### config.mk
export PLATFORM = sky130hd
export DESIGN_NAME = tapvc_ctrl
export DESIGN_NICKNAME = d
export VERILOG_FILES = /design/src/sv/tapvc_pkg.sv /design/src/sv/tapvc_ctrl.sv
export SDC_FILE = /design/constraint.sdc
export NUM_CORES = 1
export LEC_CHECK = 0
export BUFFER_PORTS_ARGS = -buffer_cell sky130_fd_sc_hd__buf_2
export CORE_ASPECT_RATIO = 0.8
export CORE_UTILIZATION = 49
export CTS_BUF_LIST = sky130_fd_sc_hd__clkbuf_16
export CTS_CLUSTER_SIZE = 20
export DETAILED_ROUTE_END_ITERATION = 8
export HOLD_SLACK_MARGIN = 0.15
export PLACE_DENSITY = 0.85
export SLEW_MARGIN = 25
export SYNTH_ARGS = -nofsm -noshare
export SYNTH_HDL_FRONTEND = slang
export SYNTH_SLANG_ARGS = --single-unit
### constraint.sdc
create_clock -name clk -period 1.8 [get_ports clk]
set_input_delay 0.27 -clock clk [delete_from_list [all_inputs] [get_ports clk]]
set_output_delay 0.27 -clock clk [all_outputs]
set_load 0.05 [all_outputs]
### src/sv/tapvc_pkg.sv
`default_nettype none
// ----------------------------------------------------------------------------
// Two-axis PID velocity controller: shared definitions
// Payload types, register indexes, controller states and commands, and the
// CORDIC arctangent table.
// ----------------------------------------------------------------------------
package tapvc_pkg;

	localparam int VELOCITY_WIDTH = 16;
	localparam int ANGLE_WIDTH    = 16;

	localparam int CFG_IDX_W  = 3;
	localparam int CFG_DATA_W = 16;
	localparam logic [15:0] DT_DEFAULT = 16'd66;

	// Shared divider sizes.
	localparam int DIV_DVD_W = 48;
	localparam int DIV_DVS_W = 32;
	localparam int DIV_SH_W  = 50;
	localparam int DIV_Q_W   = 34;
	localparam int DIV_IDX_W = 6;

	localparam int CORDIC_STEPS = 20;
	localparam int CNT_W        = 5;
	localparam logic signed [30:0] CORDIC_INV_GAIN = 31'sd39797;

	typedef enum logic [CFG_IDX_W-1:0] {
		CFG_PROP_GAIN   = 3'd0,
		CFG_INTEG_GAIN  = 3'd1,
		CFG_DERIV_GAIN  = 3'd2,
		CFG_INTEG_LIMIT = 3'd3,
		CFG_SPEED_LIMIT = 3'd4,
		CFG_STEP_PERIOD = 3'd5
	} cfg_idx_t;

	typedef struct packed {
		logic signed [VELOCITY_WIDTH-1:0] target_vx;
		logic signed [VELOCITY_WIDTH-1:0] target_vy;
		logic signed [VELOCITY_WIDTH-1:0] measured_vx;
		logic signed [VELOCITY_WIDTH-1:0] measured_vy;
		logic [ANGLE_WIDTH-1:0]           heading;
		logic                             clear_loop;
	} in_req_t;

	typedef struct packed {
		logic signed [VELOCITY_WIDTH-1:0] command_vx;
		logic signed [VELOCITY_WIDTH-1:0] command_vy;
		logic                             limited;
	} out_req_t;

	typedef enum logic [4:0] {
		ST_IDLE, ST_ERR, ST_MUL_EDT, ST_INTEG, ST_DIV_WAIT, ST_MUL_P, ST_MUL_I,
		ST_MUL_D, ST_ACC_D, ST_PID_OUT, ST_SHRINK, ST_SQ_L, ST_SQ_X, ST_SQ_Y,
		ST_MAG, ST_CMP, ST_SQRT, ST_RS_MUL, ST_RS_DIV, ST_RS_WAIT, ST_ROT_INIT,
		ST_CORDIC, ST_FIN_X, ST_FIN_Y, ST_FIN_OUT
	} state_t;

	typedef enum logic [4:0] {
		OP_NONE, OP_LOAD, OP_ERR, OP_MUL_EDT, OP_INTEG, OP_DIV_WAIT, OP_MUL_P,
		OP_MUL_I, OP_MUL_D, OP_ACC_D, OP_PID_OUT, OP_SHRINK, OP_SQ_L, OP_SQ_X,
		OP_SQ_Y, OP_MAG, OP_CMP, OP_SQRT, OP_RS_MUL, OP_RS_DIV, OP_RS_WAIT,
		OP_ROT_INIT, OP_CORDIC, OP_FIN_X, OP_FIN_Y, OP_FIN_OUT
	} op_t;

	typedef struct packed {
		op_t              op;
		logic             axis;
		logic [CNT_W-1:0] cnt;
	} cmd_t;

	typedef struct packed {
		logic div_done;
		logic big;
		logic over;
	} sts_t;

	// Arctangent of 2^-i in units of 2^32 per turn.
	function automatic logic [31:0] atan_entry(input logic [CNT_W-1:0] i);
		logic [31:0] v;
		case (i)
			5'd0:    v = 32'h20000000;
			5'd1:    v = 32'h12E4051E;
			5'd2:    v = 32'h09FB385B;
			5'd3:    v = 32'h051111D4;
			5'd4:    v = 32'h028B0D43;
			5'd5:    v = 32'h0145D7E1;
			5'd6:    v = 32'h00A2F61E;
			5'd7:    v = 32'h00517C55;
			5'd8:    v = 32'h0028BE53;
			5'd9:    v = 32'h00145F2F;
			5'd10:   v = 32'h000A2F98;
			5'd11:   v = 32'h000517CC;
			5'd12:   v = 32'h00028BE6;
			5'd13:   v = 32'h000145F3;
			5'd14:   v = 32'h0000A2FA;
			5'd15:   v = 32'h0000517D;
			5'd16:   v = 32'h000028BE;
			5'd17:   v = 32'h0000145F;
			5'd18:   v = 32'h00000A30;
			5'd19:   v = 32'h00000518;
			default: v = 32'h00000000;
		endcase
		return v;
	endfunction

endpackage
`default_nettype wire

### src/sv/tapvc_ctrl.sv
`default_nettype none
// ----------------------------------------------------------------------------
// Controller sequencer
// Steps one request through the datapath: per-axis PID, magnitude limit and
// rotation, and holds the request handshakes.
// ----------------------------------------------------------------------------
module tapvc_ctrl (
	input  wire logic            clk,
	input  wire logic            arst_n,
	input  wire logic            in_valid,
	output logic                 in_stall,
	output logic                 out_valid,
	input  wire logic            out_stall,
	input  wire tapvc_pkg::sts_t sts,
	output tapvc_pkg::cmd_t      cmd
);
	import tapvc_pkg::*;

	state_t           state_q, state_n;
	logic             axis_q;
	logic [CNT_W-1:0] cnt_q;
	logic             out_valid_q;
	logic             out_free;

	assign out_free  = !out_valid_q || !out_stall;
	assign in_stall  = (state_q != ST_IDLE);
	assign out_valid = out_valid_q;

	// Next state.
	always_comb begin
		state_n = state_q;
		unique case (state_q)
			ST_IDLE:     if (in_valid) state_n = ST_ERR;
			ST_ERR:      state_n = ST_MUL_EDT;
			ST_MUL_EDT:  state_n = ST_INTEG;
			ST_INTEG:    state_n = ST_DIV_WAIT;
			ST_DIV_WAIT: if (sts.div_done) state_n = ST_MUL_P;
			ST_MUL_P:    state_n = ST_MUL_I;
			ST_MUL_I:    state_n = ST_MUL_D;
			ST_MUL_D:    state_n = ST_ACC_D;
			ST_ACC_D:    state_n = ST_PID_OUT;
			ST_PID_OUT:  state_n = axis_q ? ST_SHRINK : ST_ERR;
			ST_SHRINK:   if (!sts.big) state_n = ST_SQ_L;
			ST_SQ_L:     state_n = ST_SQ_X;
			ST_SQ_X:     state_n = ST_SQ_Y;
			ST_SQ_Y:     state_n = ST_MAG;
			ST_MAG:      state_n = ST_CMP;
			ST_CMP:      state_n = sts.over ? ST_SQRT : ST_ROT_INIT;
			ST_SQRT:     if (cnt_q == '0) state_n = ST_RS_MUL;
			ST_RS_MUL:   state_n = ST_RS_DIV;
			ST_RS_DIV:   state_n = ST_RS_WAIT;
			ST_RS_WAIT:  if (sts.div_done) state_n = axis_q ? ST_ROT_INIT : ST_RS_MUL;
			ST_ROT_INIT: state_n = ST_CORDIC;
			ST_CORDIC:   if (cnt_q == CNT_W'(CORDIC_STEPS - 1)) state_n = ST_FIN_X;
			ST_FIN_X:    state_n = ST_FIN_Y;
			ST_FIN_Y:    state_n = ST_FIN_OUT;
			ST_FIN_OUT:  if (out_free) state_n = ST_IDLE;
			default:     state_n = ST_IDLE;
		endcase
	end

	// Commands to the datapath.
	always_comb begin
		cmd.axis = axis_q;
		cmd.cnt  = cnt_q;
		unique case (state_q)
			ST_IDLE:     cmd.op = in_valid ? OP_LOAD : OP_NONE;
			ST_ERR:      cmd.op = OP_ERR;
			ST_MUL_EDT:  cmd.op = OP_MUL_EDT;
			ST_INTEG:    cmd.op = OP_INTEG;
			ST_DIV_WAIT: cmd.op = OP_DIV_WAIT;
			ST_MUL_P:    cmd.op = OP_MUL_P;
			ST_MUL_I:    cmd.op = OP_MUL_I;
			ST_MUL_D:    cmd.op = OP_MUL_D;
			ST_ACC_D:    cmd.op = OP_ACC_D;
			ST_PID_OUT:  cmd.op = OP_PID_OUT;
			ST_SHRINK:   cmd.op = OP_SHRINK;
			ST_SQ_L:     cmd.op = OP_SQ_L;
			ST_SQ_X:     cmd.op = OP_SQ_X;
			ST_SQ_Y:     cmd.op = OP_SQ_Y;
			ST_MAG:      cmd.op = OP_MAG;
			ST_CMP:      cmd.op = OP_CMP;
			ST_SQRT:     cmd.op = OP_SQRT;
			ST_RS_MUL:   cmd.op = OP_RS_MUL;
			ST_RS_DIV:   cmd.op = OP_RS_DIV;
			ST_RS_WAIT:  cmd.op = OP_RS_WAIT;
			ST_ROT_INIT: cmd.op = OP_ROT_INIT;
			ST_CORDIC:   cmd.op = OP_CORDIC;
			ST_FIN_X:    cmd.op = OP_FIN_X;
			ST_FIN_Y:    cmd.op = OP_FIN_Y;
			ST_FIN_OUT:  cmd.op = out_free ? OP_FIN_OUT : OP_NONE;
			default:     cmd.op = OP_NONE;
		endcase
	end

	always_ff @(posedge clk or negedge arst_n) begin
		if (!arst_n) begin
			state_q     <= ST_IDLE;
			axis_q      <= 1'b0;
			cnt_q       <= '0;
			out_valid_q <= 1'b0;
		end else begin
			state_q <= state_n;
			if (state_q == ST_IDLE) begin
				axis_q <= 1'b0;
			end else if (state_q == ST_PID_OUT) begin
				axis_q <= !axis_q;
			end else if (state_q == ST_CMP) begin
				axis_q <= 1'b0;
				cnt_q  <= CNT_W'(30);
			end else if (state_q == ST_SQRT && cnt_q != '0) begin
				cnt_q <= cnt_q - 1'b1;
			end else if (state_q == ST_RS_WAIT && sts.div_done) begin
				axis_q <= 1'b1;
			end else if (state_q == ST_ROT_INIT) begin
				cnt_q <= '0;
			end else if (state_q == ST_CORDIC) begin
				cnt_q <= cnt_q + 1'b1;
			end
			if (state_q == ST_FIN_OUT && out_free) begin
				out_valid_q <= 1'b1;
			end else if (!out_stall) begin
				out_valid_q <= 1'b0;
			end
		end
	end

endmodule
`default_nettype wire

==> reports/results.ini <==
[status]
status=complete, but fails checks
violations=setup timing

[sta]
finalSetupViolations=13
period_share_pct=115
setup_ws_ps=-264
timing.setup.tns_ps=-1970
max_freq_ghz=0.485
finalClockSkew_ps=3.03
drv_slew=0
worst_pin_slew_ps=583
slew_headroom_pct=60.6
final_hold_viol_count=0
rsz0062_at_grt=yes
period_minus_slack_ps=2060

[cts]
clk_path_buf_depth=2
clock_sinks=12
cts_tree=done
h-tree-depth=1
root_buffer=clkbuf_16
clk_latency_ps=250
numCtsBuffers=3
clkTransAtPathRegs_ps=50

[finish]
diodes=0
drive_gt1_share_pct=53.6
nets=203
area_growth_pct=65.2

[setup_path]
cp_cell_sequence=inv_2, ha_4, or4b_4, a2bb2oi_2, nor3_1, a211o_4, mux2_4
worstPathArrival_ps=2190
reg2reg_from=cnt_q[0]$_DFFE_PN0P_
startpoint=cnt_q[0]$_DFFE_PN0P_
rrSetupSlack_ps=-260
start_kind=flip-flop
end_kind=flip-flop
worstPathRequired_ps=1930
r2r-end=state_q[0]$_DFFE_PN0P_
crit_end=state_q[0]$_DFFE_PN0P_
slowest_delay_ps=480
cpMaxStageDelayCell=or4b_4
timing_worst_setup_path_type=flip-flop to flip-flop
worstPathMaxFanout=4
r2r_cells=7

[synth]
syn_nets=147
synth.yosys.seq_area_share_pct=27.8
netlist_area_um2=1080
synth_top_flop_cell=dfrtp_1
ys_top_cells_by_area=dfrtp_1, a21oi_1, o21ai_0, nand2_1, mux2_4
synth_edf_count=0
synth_top_area_share_pct=27.8
synth_warnings=0
async_reset_ff_share_pct=100
yosys_register_bits=12
syn_inst=137
yosysTopAreaCell=dfrtp_1
avgSynthCellArea_um2=7.87
synth_cell_types=42

[global_routing]
grt_antenna_before_repair=0
grt_use_total_pct=39.9
grt_pass1_wl_mm=6.51
grt_max_degree=13
grt_pass1_vias=1375
grt.overflow.total=0

[detailed_routing]
first_iter_violations=134
first_pass_iters=5
wl_per_cell_um=23.7
drt-total-wl_mm=5.12
vias=1530
ant_nets=0
drc_errors=0
avgViaCountPerCell=7.08

[die]
initial_utilization_pct=54.5
die_area_um2=2390
core_area_um2=1980
die_height_um=44.0
ioPinCount=20
num_rows=14
die_x_um=54.5

[placed_design]
globalplace.congestion=0.982
port_buffers=19
dp_hpwl_mm=2.50

[min_path]
hold_path_class=input pin to flip-flop

[job]
drv_cap=0

==> cells in the mapped netlist, types with 4 or more instances <==
library cell and instances:
nand2_1 13, xnor2_1 4, dfrtp_1 12, inv_1 7, nand3_1 4, a31oi_1 4, o21ai_0 10, nor3_1 7
o22ai_1 4, nor2_1 12, clkbuf_1 5, a21oi_1 12
==> cells by family (layout without fill, tap and decap cells) <==
| kind of cell | Yosys count | count (layout) | synth area share, % |
|---|---|---|---|
| multiplexers | 3 | 3 | 4.18 |
| buffers and inverters | 19 | 74 | 8.59 |
| flip-flops | 12 | 12 | 27.8 |
| XOR/XNOR | 4 | 4 | 3.25 |
| AND/OR/NAND/NOR | 52 | 52 | 25.6 |
| adder cells (fa/ha/maj) | 3 | 3 | 3.48 |
| AO/OA/AOI/OAI | 44 | 44 | 27.0 |
==> metrics by stage <==
step / std cells / cell area [um^2] / utilization (%) / setup slack, ps / hold slack [ps]
floorplan: 137 / 1100 / - / -273 / -25.6
detailed placement: 203 / 1420 / 71.8 / -172 / 167
global placement: 203 / 1420 / 71.8 / -124 / 163
finish: 216 / 1780 / 90.0 / -264 / 391
CTS: 212 / 1650 / 83.2 / -215 / 367
global route: 216 / 1780 / 90.0 / -337 / 383
==> registers in the layout, summed over array words and instances (netlist names) <==
signal / cells
cnt_q: 5
state_q: 5
axis_q: 1
out_valid: 1
==> final cells by class <==
class                           instances  area (um^2)
Clock buffer                            3         75.1
Clock inverter                          1         3.75
Fill cell                              77          198
Inverter                                7         28.8
Multi-Input combinational cell        106          837
Sequential cell                        12          307
Tap cell                               24         30.0
Timing Repair Buffer                   63          500
==> worst min path at each step <==
| stage | to | depth (start not counted) | startpoint | slack (ps) |
|---|---|---|---|---|
| 2_1_floorplan | axis_q$_DFFE_PN0P_ | 0 | arst_n | -30 |
| 3_3_place_gp | state_q[1]$_DFFE_PN0P_ | 1 | arst_n | 160 |
| 3_5_place_dp | state_q[2]$_DFFE_PN0P_ | 1 | arst_n | 170 |
| 4_1_cts | out_valid$_DFFE_PN0P_ | 3 | out_stall | 370 |
| 5_1_grt | out_valid$_DFFE_PN0P_ | 3 | out_stall | 380 |
| 6_report | out_valid$_DFFE_PN0P_ | 3 | out_stall | 390 |
==> metal layers <==
metal,vias to the layer above,GRT usage (%),wire (um),share of wire [%]
met5,-,0,0,0
met4,0,20.5,414,8.1
met3,63,18.6,732,14
met2,147,61.7,2190,43
met1,705,45.5,1780,35
li1,615,-,-,-
==> critical path, delay by kind of cell, from the launching register on <==
kind / cells / cell delay [ps]
simple gates: 2 / 550
compound gates: 2 / 440
flops: 1 / 430
mux: 1 / 310
fa+ha+maj: 1 / 130
buf+inv: 1 / 100
==> timing repair <==
| action | in CTS | in global routing |
|---|---|---|
| buffers inserted | 4 | 4 |
| endpoints found under the setup margin | 13 | 14 |
| resized for setup | 31 | 24 |
| pin swaps | 7 | 5 |
| endpoints found under the hold margin | 12 | 0 |
| hold buffers | 1 | 0 |
==> cells in the final DEF (no fill, tap or decap), types with 4 or more instances in the layout <==
master   count
a31oi_1      4
o21ai_0      6
dfrtp_1      7
nand2_1     11
nor2_1       9
dfrtp_2      5
inv_1        4
o22ai_1      4
buf_4       34
buf_2       14
nor3_1       5
buf_6       12
a21oi_1      8
a21oi_2      4
Power is not shown: default switching activity piles up to over one toggle a cycle in this logic, so the estimate is an artifact.
